## src/rtl/core/mtfs_pkg.sv

```systemverilog
// Shared types and constants for the move-to-front search list.
// No dependencies; used by every module of the block.
package mtfs_pkg;

    localparam int DEPTH_DEFAULT = 16;
    localparam int VALUE_W       = 32;
    localparam int STATUS_W      = 2;
    localparam int POS_W         = 4;
    localparam int FILL_W        = 5;

    localparam logic REQ_INSERT = 1'b0;
    localparam logic REQ_SEARCH = 1'b1;

    localparam logic [STATUS_W-1:0] ST_DONE = 2'd0;
    localparam logic [STATUS_W-1:0] ST_MISS = 2'd1;
    localparam logic [STATUS_W-1:0] ST_FULL = 2'd2;

    typedef struct packed {
        logic load;
        logic apply;
    } mtfs_cmd_t;

endpackage

```

## src/rtl/core/mtfs_datapath.sv

```systemverilog
// Datapath: list storage, parallel key compare, move-to-front shift, result register.
// Depends on mtfs_pkg; driven by mtfs_ctrl through mtfs_pkg::mtfs_cmd_t.
module mtfs_datapath #(
    parameter int DEPTH = mtfs_pkg::DEPTH_DEFAULT
) (
    input  logic                               clk,
    input  logic                               rst_n,
    input  mtfs_pkg::mtfs_cmd_t                cmd,
    input  logic                               req_type,
    input  logic signed [mtfs_pkg::VALUE_W-1:0] value,
    output logic [mtfs_pkg::STATUS_W-1:0]      status,
    output logic [mtfs_pkg::POS_W-1:0]         position,
    output logic [mtfs_pkg::FILL_W-1:0]        fill_count
);

    localparam int CNT_W = $clog2(DEPTH + 1);
    localparam int IDX_W = $clog2(DEPTH);

    logic [mtfs_pkg::VALUE_W-1:0] entries_reg [DEPTH];
    logic [CNT_W-1:0]             count_reg;
    logic [CNT_W-1:0]             count_next;
    logic [DEPTH-1:0]             match_reg;
    logic [DEPTH-1:0]             match_next;
    logic                         req_reg;
    logic [mtfs_pkg::VALUE_W-1:0] value_reg;
    logic [mtfs_pkg::STATUS_W-1:0] status_reg;
    logic [mtfs_pkg::STATUS_W-1:0] status_next;
    logic [mtfs_pkg::POS_W-1:0]   position_reg;
    logic [mtfs_pkg::POS_W-1:0]   position_next;
    logic [mtfs_pkg::FILL_W-1:0]  fill_reg;
    logic [mtfs_pkg::FILL_W-1:0]  fill_next;

    logic             is_insert;
    logic             full;
    logic             any_hit;
    logic [IDX_W-1:0] hit_idx;
    logic             do_shift;
    logic [DEPTH-1:0] shift_en;

    // compare the incoming key against every held entry
    always_comb
    begin
        for (int i = 0; i < DEPTH; i++)
        begin
            match_next[i] = (CNT_W'(i) < count_reg) &&
                            (entries_reg[i] == $unsigned(value));
        end
    end

    always_comb
    begin
        hit_idx = '0;
        for (int i = DEPTH - 1; i >= 0; i--)
        begin
            if (match_reg[i])
            begin
                hit_idx = IDX_W'(i);
            end
        end
    end

    assign is_insert = (req_reg == mtfs_pkg::REQ_INSERT);
    assign full      = (count_reg == CNT_W'(DEPTH));
    assign any_hit   = |match_reg;
    assign do_shift  = is_insert ? !full : any_hit;

    always_comb
    begin
        for (int i = 0; i < DEPTH; i++)
        begin
            shift_en[i] = is_insert || (IDX_W'(i) <= hit_idx);
        end
    end

    always_comb
    begin
        count_next    = count_reg;
        status_next   = mtfs_pkg::ST_DONE;
        position_next = '0;
        if (is_insert)
        begin
            if (full)
            begin
                status_next = mtfs_pkg::ST_FULL;
            end
            else
            begin
                count_next = count_reg + CNT_W'(1);
            end
        end
        else if (any_hit)
        begin
            position_next = mtfs_pkg::POS_W'(hit_idx);
        end
        else
        begin
            status_next = mtfs_pkg::ST_MISS;
        end
        fill_next = mtfs_pkg::FILL_W'(count_next);
    end

    always_ff @(posedge clk or negedge rst_n)
    begin
        if (!rst_n)
        begin
            count_reg <= '0;
        end
        else if (cmd.apply)
        begin
            count_reg <= count_next;
        end
    end

    always_ff @(posedge clk)
    begin
        if (cmd.load)
        begin
            match_reg <= match_next;
            req_reg   <= req_type;
            value_reg <= $unsigned(value);
        end
        if (cmd.apply)
        begin
            status_reg   <= status_next;
            position_reg <= position_next;
            fill_reg     <= fill_next;
            if (do_shift)
            begin
                entries_reg[0] <= value_reg;
                for (int i = 1; i < DEPTH; i++)
                begin
                    if (shift_en[i])
                    begin
                        entries_reg[i] <= entries_reg[i-1];
                    end
                end
            end
        end
    end

    assign status     = status_reg;
    assign position   = position_reg;
    assign fill_count = fill_reg;

endmodule

```

## src/rtl/core/mtfs_ctrl.sv

```systemverilog
// Controller: request sequencing and output register handshake.
// Depends on mtfs_pkg; issues mtfs_pkg::mtfs_cmd_t to mtfs_datapath.
module mtfs_ctrl (
    input  logic                clk,
    input  logic                rst_n,
    input  logic                in_valid,
    output logic                in_ready,
    output logic                out_valid,
    input  logic                out_ready,
    output mtfs_pkg::mtfs_cmd_t cmd
);

    typedef enum logic [1:0] {
        S_IDLE  = 2'b01,
        S_APPLY = 2'b10
    } state_t;

    state_t state_reg;
    state_t state_next;
    logic   out_valid_reg;
    logic   out_valid_next;
    logic   out_free;

    assign in_ready  = (state_reg == S_IDLE);
    assign out_free  = !out_valid_reg || out_ready;
    assign cmd.load  = in_valid && in_ready;
    assign cmd.apply = (state_reg == S_APPLY) && out_free;

    always_comb
    begin
        state_next = state_reg;
        case (state_reg)
            S_IDLE:
            begin
                if (cmd.load)
                begin
                    state_next = S_APPLY;
                end
            end
            S_APPLY:
            begin
                if (cmd.apply)
                begin
                    state_next = S_IDLE;
                end
            end
            default:
            begin
                state_next = S_IDLE;
            end
        endcase
    end

    always_comb
    begin
        out_valid_next = out_valid_reg;
        if (cmd.apply)
        begin
            out_valid_next = 1'b1;
        end
        else if (out_ready)
        begin
            out_valid_next = 1'b0;
        end
    end

    always_ff @(posedge clk or negedge rst_n)
    begin
        if (!rst_n)
        begin
            state_reg     <= S_IDLE;
            out_valid_reg <= 1'b0;
        end
        else
        begin
            state_reg     <= state_next;
            out_valid_reg <= out_valid_next;
        end
    end

    assign out_valid = out_valid_reg;

    // transaction in flight blocks a new load
    assert property (@(posedge clk) disable iff (!rst_n)
        cmd.load |=> !cmd.load)
        else $error("load accepted while a transaction is in flight");

    // apply always presents a result next cycle
    assert property (@(posedge clk) disable iff (!rst_n)
        cmd.apply |=> out_valid)
        else $error("applied transaction did not reach the output register");

    // pending result must not be overwritten
    assert property (@(posedge clk) disable iff (!rst_n)
        (out_valid && !out_ready) |-> !cmd.apply)
        else $error("result overwritten while still pending");

endmodule

```

## src/rtl/core/move_to_front_search_list_core.sv

```systemverilog
// Move-to-front search list: an ordered list of up to DEPTH signed 32-bit values,
// front first. An insert puts the value at the front (refused with a full status
// when DEPTH entries are held); a search compares the key against all entries at
// once, reports the position of the first match and moves it to the front. Every
// request gives one result. A request first registers the key and the parallel
// compare, then shifts the list and loads the output register, which waits while
// a result is still pending; the next request is taken while a result waits, but
// not while one is in flight. No clearing pass after reset.
module move_to_front_search_list_core #(
    parameter int DEPTH = mtfs_pkg::DEPTH_DEFAULT
) (
    input  logic                                clk,
    input  logic                                rst_n,
    input  logic                                in_valid,
    output logic                                in_ready,
    input  logic                                req_type,
    input  logic signed [mtfs_pkg::VALUE_W-1:0] value,
    output logic                                out_valid,
    input  logic                                out_ready,
    output logic [mtfs_pkg::STATUS_W-1:0]       status,
    output logic [mtfs_pkg::POS_W-1:0]          position,
    output logic [mtfs_pkg::FILL_W-1:0]         fill_count
);

    mtfs_pkg::mtfs_cmd_t cmd;

    mtfs_ctrl u_ctrl (
        .clk       (clk),
        .rst_n     (rst_n),
        .in_valid  (in_valid),
        .in_ready  (in_ready),
        .out_valid (out_valid),
        .out_ready (out_ready),
        .cmd       (cmd)
    );

    mtfs_datapath #(
        .DEPTH (DEPTH)
    ) u_datapath (
        .clk        (clk),
        .rst_n      (rst_n),
        .cmd        (cmd),
        .req_type   (req_type),
        .value      (value),
        .status     (status),
        .position   (position),
        .fill_count (fill_count)
    );

endmodule
```

## config.mk

```make
export PLATFORM = sky130hd
export DESIGN_NAME = move_to_front_search_list_core
export DESIGN_NICKNAME = d
export VERILOG_FILES = /design/src/rtl/core/mtfs_pkg.sv /design/src/rtl/core/mtfs_datapath.sv /design/src/rtl/core/mtfs_ctrl.sv /design/src/rtl/core/move_to_front_search_list_core.sv
export SDC_FILE = /design/constraint.sdc
export NUM_CORES = 1
export LEC_CHECK = 0
export BUFFER_PORTS_ARGS = -buffer_cell sky130_fd_sc_hd__buf_4
export CORE_MARGIN = 2
export CORE_UTILIZATION = 60
export CTS_CLUSTER_SIZE = 16
export DETAILED_ROUTE_END_ITERATION = 16
export PLACE_DENSITY = 0.85
export SLEW_MARGIN = 20
export SYNTH_ARGS = -nofsm -noshare
export SYNTH_HDL_FRONTEND = slang
export SYNTH_SLANG_ARGS = --single-unit
```

## constraint.sdc

```tcl
create_clock -name clk -period 12.3 [get_ports clk]
set_input_delay 2.46 -clock clk [delete_from_list [all_inputs] [get_ports clk]]
set_output_delay 2.46 -clock clk [all_outputs]
set_load 0.03 [all_outputs]
```

==> impl_metrics.py <==
metrics = {
    "outcome": {
        "status": "complete, no violations",
    },
    "die": {
        "die_h_microns": 205,
        "pin_count": 50,
        "initial_core_util_pct": 60.7,
        "core_sq_um": 39700,
        "die-area_sq_um": 41800,
        "row_count": 73,
        "die_x_microns": 205,
    },
    "timing": {
        "rsz0062_at_grt": "false",
        "setup_viol": 0,
        "max_freq_mhz": 225,
        "worst_pin_slew_ns": 1.08,
        "period_needed_ns": 4.45,
        "final.setup.tns_ns": 0,
        "whs_ns": 0.412,
        "fin_crit_sh_pct": 36.2,
        "final_hold_viol_count": 0,
        "maxSlewViolCount": 0,
        "maxSlewHeadroom_pct": 27.6,
        "finalClockSkew_ns": 0.0217,
        "setup_ws_ns": 7.85,
    },
    "placement": {
        "hpwl_microns": 39000,
        "dpl_worst_slack_ns": 7.28,
        "place.port_buffers": 49,
        "place.gp.congestion": 0.933,
        "placedInstanceArea_sq_um": 25000,
    },
    "setup_path": {
        "path_common_cell": "nand2b_1",
        "required_ns": 12.51,
        "crit_path_cell_trace": "buf_4 > nand2b_1 > nand2_1 > inv_1 > nand2b_1 > a21oi_4",
        "path_class": "in -> reg",
        "critPathCaptureType": "register",
        "critPathLaunchType": "input port",
        "worst-path-buf-inv": 2,
        "crit_family": "compound AO/OA/AOI/OAI gates",
        "cpPeakStageDelay_ns": 0.92,
        "slowest_stage": "a21oi_4",
        "crit_arrival_ns": 4.66,
        "worstPathMaxFanout": 32,
    },
    "global_routing": {
        "grt_pass1_wl_microns": 86000,
        "grt_usage_pct": 29.0,
        "grt_start_max_net_pins": 51,
        "antenna_found_initial": 0,
        "first_global_vias": 13120,
        "grt_overflow": 0,
    },
    "synthesis": {
        "ys_async_sr_fraction_pct": 1.38,
        "syn-cell-area_sq_um": 24100,
        "syn_nets": 1515,
        "synth_cell_types": 47,
        "synth_edf_count": 572,
        "synthCells": 1476,
        "yosys_warnings": 0,
        "synth-main-ff-cell": "edfxtp_1",
        "synth_seq_area_share_pct": 72.0,
        "ys_ff_latch": 580,
        "avgSynthCellArea_sq_um": 16.3,
    },
    "pwr": {
        "leakagePower_nw": 8.67,
        "switching_power_mw": 0.993,
        "p_int_mw": 3.33,
        "p_sw_share_pct": 23.0,
        "p_per_area_nw_per_um2": 161,
        "finalPower_mw": 4.32,
        "pwr-share-clk_pct": 39.4,
        "p_seq_share_pct": 53.3,
        "ir_drop_uv": 156,
        "p_comb_share_pct": 7.2,
    },
    "final_layout": {
        "drive_gt1_share_pct": 9.89,
        "area_growth_pct": 11.3,
        "antenna_cells": 0,
        "fin_nets": 1561,
        "fin_area_sq_um": 26800,
        "largest_reg_flops": 512,
    },
    "cts": {
        "hold_buffers": 0,
        "cts_buffers": 54,
        "cts_buffer_depth": 3,
        "cts_tree": "built",
        "worstSkewPairLatency_ns": 0.60,
        "cts.clk_slew.worst_paths_ns": 0.06,
        "root_buffer": "clkbuf_16",
        "cts_setup_buffers": 0,
        "cts-resized-gates": 0,
        "htree_levels": 2,
        "clock-sinks": 580,
    },
    "drt": {
        "wl_per_cell_microns": 28.5,
        "vias_per_cell": 6.26,
        "drc": 0,
        "vias": 13086,
        "drt-initial-drc-count": 1988,
        "routed_wl_microns": 59500,
        "ant_nets": 0,
        "first_pass_iters": 6,
    },
    "job": {
        "drv_cap": 0,
    },
    "min_path": {
        "hold_class": "reg -> reg",
    },
}
[power by group through the flow]
stage               sequential (mW)  clock [mW]  combinational [mW]
floorplan                      2.31           0               0.209
global placement               2.34           0               0.293
detailed placement             2.34           0               0.304
CTS                            2.30        1.71               0.308
global route                   2.31        1.79               0.330
finish                         2.30        1.70               0.313
[per-layer routing]
layer | global-route usage [%] | share of wire, % | up-vias | routed length [microns]
met4 | 14.0 | 5.0 | 0 | 2970
met2 | 48.4 | 49 | 836 | 29400
met3 | 4.12 | 8.2 | 171 | 4900
met5 | 0 | 0 | - | 0
li1 | - | - | 5527 | -
met1 | 37.7 | 37 | 6552 | 22300
[worst reg2reg max path, cell delays in order (launching register included)]
cell and delay [ns]:
edfxtp_1 0.46, nor4_1 0.60, nand2_1 0.15, a21boi_1 0.45
o21ai_0 0.27, a21oi_4 0.86
[logic make-up after synthesis]
group / Yosys count / synth area share (%)
xor+xnor: 519 / 18.8
simple gates: 246 / 5.95
compound gates: 46 / 1.33
fa+ha+maj: 2 / 0.104
buf+inv: 82 / 1.68
flops: 580 / 72.0
mux: 1 / 0.0467
[cells in the final DEF, fill, tap and decap left out, drive strengths merged, types with 3 or more instances in the layout]
cell type	netlist	layout
edfxtp	572	572
xor2	333	333
xnor2	186	186
nor4	94	94
clkbuf	16	62
buf	54	60
nand4	54	54
clkinv	0	27
nor2	25	25
nand3	20	20
nand2	16	16
inv	12	14
nor3	12	12
a21oi	10	10
bufinv	0	8
nor2b	7	7
dfrtp	7	7
o21ai	7	7
nand2b	6	6
a2111oi	5	5
or4	4	4
a211oi	3	3
and2	3	3
[final timing paths]
check / from / to / slack [ns] / cells past startpoint
worst max-delay path: out_ready / u_datapath.entries_reg[1][68] / 7.85 / 6
worst min-delay path: u_datapath.value_reg[29] / u_datapath.entries_reg[0][29] / 0.41 / 0
worst max register to register: u_datapath.match_reg[8] / u_datapath.entries_reg[1][68] / 9.11 / 5
worst min register to register: u_datapath.value_reg[29] / u_datapath.entries_reg[0][29] / 0.41 / 0
max in group asynchronous: rst_n / u_ctrl.state_reg[0] / 10.42 / 1
min in group asynchronous: rst_n / u_datapath.count_reg[3] / 1.67 / 1
[cells in the mapped netlist (10+ instances only)]
| cell | number | area (sq um) |
|---|---|---|
| nand2_1 | 16 | 60.1 |
| a21oi_1 | 10 | 50.1 |
| xnor2_1 | 186 | 1630 |
| buf_2 | 42 | 210 |
| nand4_1 | 54 | 338 |
| nor2_1 | 25 | 93.8 |
| nor3_1 | 12 | 60.1 |
| clkbuf_1 | 16 | 60.1 |
| inv_1 | 12 | 45.0 |
| xor2_1 | 333 | 2920 |
| nand3_1 | 20 | 100 |
| edfxtp_1 | 572 | 17200 |
| nor4_1 | 90 | 563 |
[per-stage QoR]
stage / instances / util, %
finish: 2092 / 67.6
global route: 2092 / 67.6
CTS: 2089 / 67.4
detailed placement: 1988 / 62.9
global placement: 1988 / 62.9
floorplan: 1476 / -
[final cells by class]
class | count | area, sq um
timing repair buffer | 60 | 510
clock inverter | 39 | 385
tap | 525 | 657
clock buffer | 62 | 1400
inverter | 12 | 45.0
fill | 2476 | 12900
multi-input combinational | 814 | 6470
sequential | 580 | 17400
(Power assumes the default switching activity.)
